<file path="config.mk">
export PLATFORM = sky130hd
export DESIGN_NAME = step_period_ramp_core
export DESIGN_NICKNAME = d
export VERILOG_FILES = /design/src/spr_pkg.sv /design/src/spr_div.sv /design/src/spr_seq.sv /design/src/step_period_ramp_core.sv
export SDC_FILE = /design/constraint.sdc
export NUM_CORES = 1
export LEC_CHECK = 0
export ABC_AREA = 1
export BUFFER_PORTS_ARGS = -buffer_cell sky130_fd_sc_hd__buf_2
export CAP_MARGIN = 20
export CELL_PAD_IN_SITES_DETAIL_PLACEMENT = 1
export CELL_PAD_IN_SITES_GLOBAL_PLACEMENT = 1
export CORE_ASPECT_RATIO = 1.75
export CORE_MARGIN = 2
export CORE_UTILIZATION = 44
export CTS_CLUSTER_DIAMETER = 30
export DETAILED_ROUTE_END_ITERATION = 6
export GPL_ROUTABILITY_DRIVEN = 0
export PLACE_DENSITY = 0.87
export SKIP_LAST_GASP = 1
export SYNTH_ARGS = -nofsm -noshare
export SYNTH_HDL_FRONTEND = slang
export SYNTH_SLANG_ARGS = --single-unit
</file>
<file path="constraint.sdc">
create_clock -name i_clk -period 7.4 [get_ports i_clk]
set_input_delay 0 -clock i_clk [delete_from_list [all_inputs] [get_ports i_clk]]
set_output_delay 0 -clock i_clk [all_outputs]
set_load 0.05 [all_outputs]
</file>
<file path="src/spr_pkg.sv">
package spr_pkg;

    typedef logic [15:0] t_word;

    localparam t_word C_PERIOD_LOW  = 16'd100;
    localparam t_word C_PERIOD_HIGH = 16'hFFFF;

    localparam t_word C_BAND_TOP_MIN  = 16'd24000;
    localparam t_word C_BAND_HIGH_MIN = 16'd17000;
    localparam t_word C_BAND_MID_MIN  = 16'd13000;

    localparam t_word C_BAND_TOP_DIV  = 16'd10000;
    localparam t_word C_BAND_HIGH_DIV = 16'd1000;
    localparam t_word C_BAND_MID_DIV  = 16'd250;
    localparam t_word C_BAND_LOW_DIV  = 16'd100;

    localparam t_word C_BAND_HIGH_SCALE = 16'd10;
    localparam t_word C_BAND_MID_SCALE  = 16'd40;
    localparam t_word C_BAND_LOW_SCALE  = 16'd100;

    localparam t_word C_SPEED_DIV = 16'd100;
    localparam t_word C_SPEED_NUM = 16'd30000;
    localparam t_word C_THIRD     = 16'd3;
    localparam t_word C_SIXTH     = 16'd6;

    localparam t_word C_RST_ACCEL      = 16'd10;
    localparam t_word C_RST_MIN_PERIOD = 16'd1500;
    localparam t_word C_RST_END_PERIOD = 16'd2500;
    localparam t_word C_RST_PERIOD     = 16'd2500;

    localparam int DIV_WIDTH          = 16;
    localparam int DIV_BITS_PER_CYCLE = 4;
    localparam int DIV_CYCLES         = DIV_WIDTH / DIV_BITS_PER_CYCLE;
    localparam int DIV_CNT_W          = $clog2(DIV_CYCLES);

    localparam logic       OP_LOAD = 1'b0;
    localparam logic       OP_STEP = 1'b1;

    localparam logic [1:0] PH_HOLD  = 2'd0;
    localparam logic [1:0] PH_DECEL = 2'd1;
    localparam logic [1:0] PH_ACCEL = 2'd2;

    localparam logic [1:0] CFG_ACCEL      = 2'd0;
    localparam logic [1:0] CFG_MIN_PERIOD = 2'd1;
    localparam logic [1:0] CFG_END_PERIOD = 2'd2;

    typedef enum logic [1:0] {
        BAND_TOP,
        BAND_HIGH,
        BAND_MID,
        BAND_LOW
    } t_band;

    typedef enum logic [3:0] {
        S_IDLE,
        S_PF,
        S_MUL,
        S_SCALE,
        S_SPD_Q,
        S_SPD,
        S_CMP,
        S_X3,
        S_X6,
        S_XMUL,
        S_DIST,
        S_DECIDE,
        S_DONE
    } t_state;

    typedef struct packed {
        logic  start;
        t_word num;
        t_word den;
    } t_div_req;

    typedef struct packed {
        logic  busy;
        logic  done;
        t_word quot;
    } t_div_rsp;

    typedef struct packed {
        logic  start;
        logic  opcode;
        t_word start_period;
        t_word steps_left;
        t_word accel;
        t_word min_per;
        t_word end_per;
        logic  take;
    } t_seq_req;

    typedef struct packed {
        logic       busy;
        logic       done;
        t_word      period;
        logic [1:0] phase;
    } t_seq_rsp;

endpackage

</file>
<file path="src/spr_div.sv">
module spr_div
    import spr_pkg::*;
(
    input  logic     i_clk,
    input  logic     i_rst_n,
    input  t_div_req i_req,
    output t_div_rsp o_rsp
);

    logic                 r_busy;
    logic                 r_done;
    logic [DIV_CNT_W-1:0] r_cnt;
    t_word                r_rem;
    t_word                r_quo;
    t_word                r_den;

    t_word                n_rem;
    t_word                n_quo;
    logic [16:0]          v_trial;

    // restoring division, several quotient bits per cycle
    always_comb begin
        n_rem   = r_rem;
        n_quo   = r_quo;
        v_trial = '0;
        for (int k = 0; k < DIV_BITS_PER_CYCLE; k++) begin
            v_trial = {n_rem, n_quo[15]};
            if (v_trial >= {1'b0, r_den}) begin
                n_rem = 16'(v_trial - {1'b0, r_den});
                n_quo = {n_quo[14:0], 1'b1};
            end else begin
                n_rem = v_trial[15:0];
                n_quo = {n_quo[14:0], 1'b0};
            end
        end
    end

    always_ff @(posedge i_clk) begin
        if (!i_rst_n) begin
            r_busy <= 1'b0;
            r_done <= 1'b0;
            r_cnt  <= '0;
        end else begin
            r_done <= 1'b0;
            if (i_req.start) begin
                r_busy <= 1'b1;
                r_cnt  <= '0;
            end else if (r_busy) begin
                r_cnt <= r_cnt + 1'b1;
                if (r_cnt == DIV_CNT_W'(DIV_CYCLES - 1)) begin
                    r_busy <= 1'b0;
                    r_done <= 1'b1;
                end
            end
        end
    end

    always_ff @(posedge i_clk) begin
        if (i_req.start) begin
            r_rem <= '0;
            r_quo <= i_req.num;
            r_den <= i_req.den;
        end else if (r_busy) begin
            r_rem <= n_rem;
            r_quo <= n_quo;
        end
    end

    assign o_rsp.busy = r_busy;
    assign o_rsp.done = r_done;
    assign o_rsp.quot = r_quo;

endmodule

</file>
<file path="src/spr_seq.sv">
module spr_seq
    import spr_pkg::*;
(
    input  logic     i_clk,
    input  logic     i_rst_n,
    input  t_seq_req i_req,
    output t_seq_rsp o_rsp,
    output t_div_req o_div,
    input  t_div_rsp i_div
);

    localparam logic [1:0] SEL_CUR = 2'd0;
    localparam logic [1:0] SEL_END = 2'd1;
    localparam logic [1:0] SEL_MIN = 2'd2;
    localparam logic [1:0] MUL_LAST = 2'd2;

    function automatic t_band f_band(input t_word p);
        if (p > C_BAND_TOP_MIN) begin
            return BAND_TOP;
        end else if (p > C_BAND_HIGH_MIN) begin
            return BAND_HIGH;
        end else if (p > C_BAND_MID_MIN) begin
            return BAND_MID;
        end
        return BAND_LOW;
    endfunction

    function automatic t_word f_band_div(input t_band b);
        t_word v;
        unique case (b)
            BAND_TOP:  v = C_BAND_TOP_DIV;
            BAND_HIGH: v = C_BAND_HIGH_DIV;
            BAND_MID:  v = C_BAND_MID_DIV;
            default:   v = C_BAND_LOW_DIV;
        endcase
        return v;
    endfunction

    function automatic t_word f_band_scale(input t_band b);
        t_word v;
        unique case (b)
            BAND_HIGH: v = C_BAND_HIGH_SCALE;
            BAND_MID:  v = C_BAND_MID_SCALE;
            default:   v = C_BAND_LOW_SCALE;
        endcase
        return v;
    endfunction

    function automatic t_word f_nz(input t_word v);
        return (v == '0) ? 16'd1 : v;
    endfunction

    t_state     r_state, n_state;
    t_word      r_p, n_p;
    logic [1:0] r_phase, n_phase;
    t_band      r_band, n_band;
    logic [1:0] r_cnt, n_cnt;
    logic [1:0] r_sel, n_sel;
    logic       r_xsel, n_xsel;
    t_word      r_steps, n_steps;
    t_word      r_pf, n_pf;
    t_word      r_d, n_d;
    t_word      r_q, n_q;
    t_word      r_cs, n_cs;
    t_word      r_es, n_es;
    t_word      r_ms, n_ms;
    t_word      r_t3, n_t3;
    t_word      r_t6, n_t6;
    t_word      r_a, n_a;
    t_word      r_b, n_b;
    t_word      r_dist, n_dist;

    t_word       mul_a;
    t_word       mul_b;
    logic [31:0] mul_full;
    t_word       mul_lo;
    logic        div_go;
    t_word       sel_period;
    logic [16:0] grow_sum;
    t_word       grow_p;
    t_word       shrink_p;

    assign mul_full = {16'b0, mul_a} * {16'b0, mul_b};
    assign mul_lo   = mul_full[15:0];
    assign div_go   = ~i_div.busy & ~i_div.done;

    always_comb begin
        case (r_sel)
            SEL_CUR: sel_period = r_p;
            SEL_END: sel_period = i_req.end_per;
            default: sel_period = i_req.min_per;
        endcase
    end

    assign grow_sum = {1'b0, r_p} + {1'b0, r_d};
    assign grow_p   = grow_sum[16] ? C_PERIOD_HIGH : grow_sum[15:0];
    assign shrink_p = (({1'b0, r_d} + {1'b0, C_PERIOD_LOW}) > {1'b0, r_p}) ?
                      C_PERIOD_LOW : 16'(r_p - r_d);

    always_comb begin
        n_state = r_state;
        n_p     = r_p;
        n_phase = r_phase;
        n_band  = r_band;
        n_cnt   = r_cnt;
        n_sel   = r_sel;
        n_xsel  = r_xsel;
        n_steps = r_steps;
        n_pf    = r_pf;
        n_d     = r_d;
        n_q     = r_q;
        n_cs    = r_cs;
        n_es    = r_es;
        n_ms    = r_ms;
        n_t3    = r_t3;
        n_t6    = r_t6;
        n_a     = r_a;
        n_b     = r_b;
        n_dist  = r_dist;
        mul_a   = r_d;
        mul_b   = r_pf;
        o_div.start = 1'b0;
        o_div.num   = r_p;
        o_div.den   = C_SPEED_DIV;

        unique case (r_state)
            S_IDLE: begin
                if (i_req.start) begin
                    n_steps = i_req.steps_left;
                    n_phase = PH_HOLD;
                    if (i_req.opcode == OP_LOAD) begin
                        n_p     = (i_req.start_period < C_PERIOD_LOW) ?
                                  C_PERIOD_LOW : i_req.start_period;
                        n_state = S_DONE;
                    end else if (i_req.accel == '0) begin
                        n_state = S_DONE;
                    end else begin
                        n_band  = f_band(r_p);
                        n_d     = i_req.accel;
                        n_cnt   = '0;
                        n_state = S_PF;
                    end
                end
            end
            S_PF: begin
                o_div.start = div_go;
                o_div.num   = r_p;
                o_div.den   = f_band_div(r_band);
                if (i_div.done) begin
                    n_pf    = i_div.quot;
                    n_state = S_MUL;
                end
            end
            S_MUL: begin
                mul_a = r_d;
                mul_b = r_pf;
                if (r_band == BAND_TOP) begin
                    if (r_cnt == MUL_LAST) begin
                        n_d     = f_nz(mul_lo);
                        n_sel   = SEL_CUR;
                        n_state = S_SPD_Q;
                    end else begin
                        n_d   = mul_lo;
                        n_cnt = r_cnt + 1'b1;
                    end
                end else begin
                    n_d     = mul_lo;
                    n_state = S_SCALE;
                end
            end
            S_SCALE: begin
                o_div.start = div_go;
                o_div.num   = r_d;
                o_div.den   = f_band_scale(r_band);
                if (i_div.done) begin
                    if (r_cnt == MUL_LAST) begin
                        n_d     = f_nz(i_div.quot);
                        n_sel   = SEL_CUR;
                        n_state = S_SPD_Q;
                    end else begin
                        n_d     = i_div.quot;
                        n_cnt   = r_cnt + 1'b1;
                        n_state = S_MUL;
                    end
                end
            end
            S_SPD_Q: begin
                o_div.start = div_go;
                o_div.num   = sel_period;
                o_div.den   = C_SPEED_DIV;
                if (i_div.done) begin
                    n_q     = f_nz(i_div.quot);
                    n_state = S_SPD;
                end
            end
            S_SPD: begin
                o_div.start = div_go;
                o_div.num   = C_SPEED_NUM;
                o_div.den   = r_q;
                if (i_div.done) begin
                    case (r_sel)
                        SEL_CUR: n_cs = i_div.quot;
                        SEL_END: n_es = i_div.quot;
                        default: n_ms = i_div.quot;
                    endcase
                    if (r_sel == SEL_MIN) begin
                        n_state = S_CMP;
                    end else begin
                        n_sel   = r_sel + 1'b1;
                        n_state = S_SPD_Q;
                    end
                end
            end
            S_CMP: begin
                if (r_cs > r_es) begin
                    n_xsel  = 1'b0;
                    n_state = S_X3;
                end else begin
                    n_dist  = '0;
                    n_state = S_DECIDE;
                end
            end
            S_X3: begin
                o_div.start = div_go;
                o_div.num   = r_xsel ? r_es : r_cs;
                o_div.den   = C_THIRD;
                if (i_div.done) begin
                    n_t3    = i_div.quot;
                    n_state = S_X6;
                end
            end
            S_X6: begin
                o_div.start = div_go;
                o_div.num   = r_xsel ? r_es : r_cs;
                o_div.den   = C_SIXTH;
                if (i_div.done) begin
                    n_t6    = i_div.quot;
                    n_state = S_XMUL;
                end
            end
            S_XMUL: begin
                mul_a = r_t3;
                mul_b = r_t6;
                if (!r_xsel) begin
                    n_a     = mul_lo;
                    n_xsel  = 1'b1;
                    n_state = S_X3;
                end else begin
                    n_b     = mul_lo;
                    n_state = S_DIST;
                end
            end
            S_DIST: begin
                o_div.start = div_go;
                o_div.num   = 16'(r_a - r_b);
                o_div.den   = i_req.accel;
                if (i_div.done) begin
                    n_dist  = i_div.quot;
                    n_state = S_DECIDE;
                end
            end
            S_DECIDE: begin
                if (r_dist >= r_steps) begin
                    n_p     = grow_p;
                    n_phase = PH_DECEL;
                end else if (r_cs < r_ms) begin
                    n_p     = shrink_p;
                    n_phase = PH_ACCEL;
                end else begin
                    n_phase = PH_HOLD;
                end
                n_state = S_DONE;
            end
            S_DONE: begin
                if (i_req.take) begin
                    n_state = S_IDLE;
                end
            end
            default: begin
                n_state = S_IDLE;
            end
        endcase
    end

    always_ff @(posedge i_clk) begin
        if (!i_rst_n) begin
            r_state <= S_IDLE;
            r_p     <= C_RST_PERIOD;
        end else begin
            r_state <= n_state;
            r_p     <= n_p;
        end
    end

    always_ff @(posedge i_clk) begin
        r_phase <= n_phase;
        r_band  <= n_band;
        r_cnt   <= n_cnt;
        r_sel   <= n_sel;
        r_xsel  <= n_xsel;
        r_steps <= n_steps;
        r_pf    <= n_pf;
        r_d     <= n_d;
        r_q     <= n_q;
        r_cs    <= n_cs;
        r_es    <= n_es;
        r_ms    <= n_ms;
        r_t3    <= n_t3;
        r_t6    <= n_t6;
        r_a     <= n_a;
        r_b     <= n_b;
        r_dist  <= n_dist;
    end

    assign o_rsp.busy   = (r_state != S_IDLE);
    assign o_rsp.done   = (r_state == S_DONE);
    assign o_rsp.period = r_p;
    assign o_rsp.phase  = r_phase;

endmodule

</file>
<file path="src/step_period_ramp_core.sv">
// channel | direction | valid       | stall       | word
// in      | input     | i_in_valid  | o_in_stall  | i_opcode, i_start_period, i_steps_to_end
// out     | output    | o_out_valid | i_out_stall | o_period, o_phase
// cfg     | input     | i_cfg_wr_en | none        | i_cfg_index, i_cfg_data
//
// Load words and step words with accel zero skip the divider; a step word makes up to
// 15 passes through the shared 4-bit-per-cycle divider.
// One word is in flight at a time; the next is taken while the result waits at the output.
// Synchronous active-low reset sets the period to 2500 and the config registers to their defaults.
// A stalled output holds its word; the core waits until the output register is free.
module step_period_ramp_core
    import spr_pkg::*;
(
    input  logic        i_clk,
    input  logic        i_rst_n,
    input  logic        i_in_valid,
    output logic        o_in_stall,
    input  logic        i_opcode,
    input  logic [15:0] i_start_period,
    input  logic [15:0] i_steps_to_end,
    output logic        o_out_valid,
    input  logic        i_out_stall,
    output logic [15:0] o_period,
    output logic [1:0]  o_phase,
    input  logic        i_cfg_wr_en,
    input  logic [1:0]  i_cfg_index,
    input  logic [15:0] i_cfg_data
);

    t_word      r_accel;
    t_word      r_min_period;
    t_word      r_end_period;
    logic       r_out_valid;
    t_word      r_out_period;
    logic [1:0] r_out_phase;

    t_seq_req   seq_req;
    t_seq_rsp   seq_rsp;
    t_div_req   div_req;
    t_div_rsp   div_rsp;
    logic       out_free;

    assign out_free = ~r_out_valid | ~i_out_stall;

    assign seq_req.start        = i_in_valid & ~seq_rsp.busy;
    assign seq_req.opcode       = i_opcode;
    assign seq_req.start_period = i_start_period;
    assign seq_req.steps_left   = i_steps_to_end;
    assign seq_req.accel        = r_accel;
    assign seq_req.min_per      = r_min_period;
    assign seq_req.end_per      = r_end_period;
    assign seq_req.take         = out_free;

    spr_seq u_seq (
        .i_clk   (i_clk),
        .i_rst_n (i_rst_n),
        .i_req   (seq_req),
        .o_rsp   (seq_rsp),
        .o_div   (div_req),
        .i_div   (div_rsp)
    );

    spr_div u_div (
        .i_clk   (i_clk),
        .i_rst_n (i_rst_n),
        .i_req   (div_req),
        .o_rsp   (div_rsp)
    );

    always_ff @(posedge i_clk) begin
        if (!i_rst_n) begin
            r_accel      <= C_RST_ACCEL;
            r_min_period <= C_RST_MIN_PERIOD;
            r_end_period <= C_RST_END_PERIOD;
        end else if (i_cfg_wr_en) begin
            unique case (i_cfg_index)
                CFG_ACCEL:      r_accel      <= i_cfg_data;
                CFG_MIN_PERIOD: r_min_period <= i_cfg_data;
                CFG_END_PERIOD: r_end_period <= i_cfg_data;
                default: ;
            endcase
        end
    end

    always_ff @(posedge i_clk) begin
        if (!i_rst_n) begin
            r_out_valid <= 1'b0;
        end else if (seq_rsp.done && out_free) begin
            r_out_valid <= 1'b1;
        end else if (!i_out_stall) begin
            r_out_valid <= 1'b0;
        end
    end

    always_ff @(posedge i_clk) begin
        if (seq_rsp.done && out_free) begin
            r_out_period <= seq_rsp.period;
            r_out_phase  <= seq_rsp.phase;
        end
    end

    assign o_in_stall  = seq_rsp.busy;
    assign o_out_valid = r_out_valid;
    assign o_period    = r_out_period;
    assign o_phase     = r_out_phase;

endmodule

</file>
==> metrics, run 1 <==
outcome did not finish; Stop stage global routing (5_1_grt); Stop Error [ERROR GRT-0232] Routing congestion too high. Check the congestion heatmap in the GUI.; Mean Syn Cell Area 8.091 um^2; CTS Buf Count 48; clock tree buffer depth 3; gr usage total 0.5266; #FFs+latches synth 340; Syn Inst Count 3215; sequential element share of the synthesized area 0.3582; htree depth 2; Chip Height 325.7 um; placed cells 4159; EDFF count, synth 251; synthesized area 0.02601 mm^2; Yosys cell types 69; async set or reset register ratio after synthesis 0; num rows 117; grt total ovfl 10; Top Ports 76; Yosys warnings 0; DP HPWL 86120 um; Die W 187.8 um; Top FF cell, synth edfxtp_1; input/output buffers 75; GRT worst endpoint u_div.r_rem[0]$_SDFFE_PP0P_/D; largest net degree at the start of global routing 55; Worst EP kind register input; Starting Density 0.4465; root buf cell clkbuf_16; syn_nets 3593; Placement Setup Slack -548.3 ps; CTS sink count 340
## repair_timing
item / 4_1_cts
hold endpoints to repair: 83
hold buffers: 57
setup endpoints to repair: 17
setup buffers: 3
pin swaps: 5
resized for setup: 40
## stage by stage
step	cell area [um^2]	hold WS, ps
after floorplan	26010	98.87
after CTS	30830	4.060
after detailed placement	28390	178.4
after global placement	28390	179.3
## Yosys cell counts (all sizes together), types with 6 or more instances
cell type / number / area [um^2]
a211oi: 15 / 112.6
a21boi: 7 / 56.31
a21o: 10 / 75.07
a21oi: 225 / 1152
a221oi: 10 / 87.58
a22oi: 7 / 52.55
a31oi: 6 / 37.54
a32oi: 7 / 61.31
buf: 26 / 180.2
clkbuf: 61 / 229.0
clkinv: 8 / 30.03
dfxtp: 89 / 1782
edfxtp: 251 / 7537
fa: 87 / 1742
ha: 235 / 2940
inv: 564 / 2117
nand2: 704 / 2698
nand3: 201 / 1046
nand3b: 13 / 97.59
nand4: 30 / 187.7
nor2: 233 / 897.1
nor3: 31 / 155.2
nor4: 21 / 131.4
o2111ai: 7 / 61.31
o211ai: 20 / 155.1
o21a: 7 / 52.55
o21ai: 177 / 979.7
o221ai: 18 / 157.7
o22ai: 12 / 75.07
or2: 13 / 81.34
xnor2: 44 / 385.4
xor2: 49 / 429.2
## metal layers
metal | overflow | global-route usage
met1 | 0 | 0.4967
met2 | 2 | 0.7643
met3 | 0 | 0.2893
met4 | 8 | 0.5705
met5 | 0 | 0.07692
## cell families after synthesis
logic type / after synthesis / share of synthesized area
simple gates: 1248 / 0.2040
buf+inv: 659 / 0.09826
compound gates: 553 / 0.1282
flops: 340 / 0.3582
fa+ha+maj: 322 / 0.1800
xor+xnor: 93 / 0.03131
==> run 2: changes to the inputs <==
--- a/config.mk
+++ b/config.mk
@@ -8,15 +8,11 @@
 export ABC_AREA = 1
 export BUFFER_PORTS_ARGS = -buffer_cell sky130_fd_sc_hd__buf_2
 export CAP_MARGIN = 20
-export CELL_PAD_IN_SITES_DETAIL_PLACEMENT = 1
-export CELL_PAD_IN_SITES_GLOBAL_PLACEMENT = 1
-export CORE_ASPECT_RATIO = 1.75
 export CORE_MARGIN = 2
-export CORE_UTILIZATION = 44
-export CTS_CLUSTER_DIAMETER = 30
+export CORE_UTILIZATION = 40
 export DETAILED_ROUTE_END_ITERATION = 6
 export GPL_ROUTABILITY_DRIVEN = 0
-export PLACE_DENSITY = 0.87
+export PLACE_DENSITY_LB_ADDON = 0.15
 export SKIP_LAST_GASP = 1
 export SYNTH_ARGS = -nofsm -noshare
 export SYNTH_HDL_FRONTEND = slang
==> constraint.sdc (replaced) <==
create_clock -name i_clk -period 9.6 [get_ports i_clk]
set_input_delay 0 -clock i_clk [delete_from_list [all_inputs] [get_ports i_clk]]
set_output_delay 0 -clock i_clk [all_outputs]
set_load 0.05 [all_outputs]
==> run 2 against run 1 <==
The flow now finishes, with violations (DRC). Area after synthesis stayed put. Synthesized cell count stayed put.
==> metrics, run 2 <==
1st-iter DRT viols 2479; Clock Skew 30.56 ps; input/output buffers 75 (unchanged); CP max FO 31; FF-to-FF path depth 51; Sequential cell area 0.009319 mm^2; Syn Inst Count 3215 (unchanged); die area 0.06709 mm^2; HP Class in2reg; clock tree buffer depth 3 (unchanged); Final Routed Wirelength 89290 um; Max Cap Viol 0; CTS sink count 340 (unchanged); syn_nets 3593 (unchanged); slew at the pin with the worst max-slew slack 1218 ps; Vias/cell 5.488; Starting Density 0.4043 (-0.04222); commonest non-fill, non-tap cell in the layout nand2_1; root buf cell clkbuf_16; htree depth 2 (unchanged); sequential element share of the synthesized area 0.3582 (unchanged); largest family of logic cells by synthesized area simple AND/OR/NAND/NOR gates; layout cells sized above 1 0.07603; antenna violations before repair 0; fmax 113.8 MHz; clk_lat worst skew 580 ps; CP endpoint kind flop; Synth Area in Compound Gates 0.1282 (unchanged); Fillers 6336; Mean Syn Cell Area 8.091 um^2 (unchanged); Pre-antenna DRT Iters 7; failing checks DRC; CTS Buf Count 42 (-13%); Crit path top cell by count nand2_1; grt total ovfl 0; final hold vios 0; Die W 259.0 um (+38%); top cells by area, synth edfxtp_1 29%, ha_1 11%, nand2_1 9.9%, inv_1 7.9%, dfxtp_1 6.8%; post-route ant nets 0; DP HPWL 70130 um (-19%); post-synthesis mux area share 0 (unchanged); Final TNS setup 0 ps; final setup vio count 0; postcts setup bufs 0 (-3); WL met1 39310 um; DRC 6; post-synthesis xor/xnor area fraction 0.03131 (unchanged); startpoint types flop; Yosys cell types 69 (unchanged); RSZ-0062 raised after global routing false; commonest cells after routing, fill and taps aside 688 x nand2_1, 550 x inv_1, 251 x edfxtp_1, 235 x ha_1, 225 x nor2_1; Top Ports 76 (unchanged); routed wl met3 7295 um; gr usage total 0.2644; multi-input logic area 0.01417 mm^2; WS Path Type reg2reg; async set or reset register ratio after synthesis 0 (unchanged); Yosys top cell by area edfxtp_1; final net count 3713; EDFF count, synth 251 (unchanged); Top FF cell, synth edfxtp_1; Slowest cell on crit path a21oi_4; Routed WL per cell 21.14 um; vias in the first global route 22200; Chip Height 259.0 um (-20%); max_slew headroom 0.1667; core area 0.06435 mm^2; synthesized area 0.02601 mm^2 (unchanged); simple-gate share of the synthesized area 0.2040 (unchanged); final worst path period need 8786 ps; num rows 93 (-21%); vias 23180; most common cell in the netlist nand2_1; CP peak stage delay 430 ps; Yosys warnings 0 (unchanged); clock transition at the registers of the reported paths 60 ps; outcome finished with violations; Slew Limit Fails 0; uppermost layer routed met4; final worst-path cycle share 0.9152; largest net degree at the start of global routing 55; CP required 10120 ps; top-area cell type share of the netlist area 0.2897 (unchanged); wire length on met2 38730 um; adder-cell share of the synthesized area 0.1800 (unchanged); Hold Path Depth 5; CTS tree built; Syn-to-layout area delta 12.46%; first-pass GRT wire length 134900 um; #FFs+latches synth 340 (unchanged); top post-synthesis cells by count 688 x nand2_1, 550 x inv_1, 251 x edfxtp_1, 235 x ha_1, 226 x nor2_1; Critical Path AT 9310 ps
-- run 2: cell counts after synthesis --
No cell type changed its count.
-- run 2: path summary, 6_finish.rpt --
check                                       end        startpoint  slack, ps
worst max-delay path             u_div.r_rem[2]    u_div.r_den[6]        810
worst min register to register       o_phase[0]  u_seq.r_phase[0]        420
worst max register to register   u_div.r_rem[2]    u_div.r_den[6]        810
worst min-delay path            u_seq.r_band[1]          i_opcode        130
-- run 2: timing repair --
| item | in CTS | in global routing |
|---|---|---|
| resized for setup | 0 | 2 |
| hold endpoints to repair | 94 | 0 |
| hold buffers | 58 | 0 |
| setup endpoints to repair | 0 | 11 |
-- run 2: through the flow --
step	setup WS, ps	area, um^2	hold slack, ps	util	instances
after floorplan	2344	26010	98.87	-	3215
after global placement	1199	27280	180.0	0.4239	4084
after detailed placement	923.8	27300	179.6	0.4243	4087
after CTS	876.3	29240	66.88	0.4545	4221
after global routing	79.47	29250	108.6	0.4546	4222
final	814.2	29250	127.7	0.4546	4223
-- run 2: cells by family after synthesis --
logic type,after synthesis
AOI/OAI and AO/OA,553
xor gates and xnor gates,93
adders and majority gates,322
buffers and inverters,659
DFF,340
and+or+nand+nor,1248
-- run 2: metal layers --
| metal | GRT usage | vias to the layer above |
|---|---|---|
| met5 | 0 | - |
| met4 | 0.1108 | 0 |
| met2 | 0.4021 | 1013 |
| met3 | 0.04560 | 200 |
| met1 | 0.3708 | 11050 |
| li1 | - | 10910 |
-- run 2: cell type report --
class | count | share of cell area
multi-input cells | 2216 | 0.4844
flip-flops and latches | 340 | 0.3185
inverters | 572 | 0.07339
repair buffers | 163 | 0.04042
clock buffers | 53 | 0.03943
well taps | 855 | 0.03657
clock inverters | 23 | 0.007143
diodes | 1 | 0.00008554
-- run 2: worst max-delay path, delay by kind of cell, from the launching register on --
kind,cells,cell delay [ps]
simple gates,30,4200
compound gates,12,2380
fa+ha+maj,4,1240
buf+inv,5,520
flops,1,360
Power of run 2 is left out: the tool's default activity adds up to more than one toggle a clock period on the data nets, which glitch-free logic cannot reach.
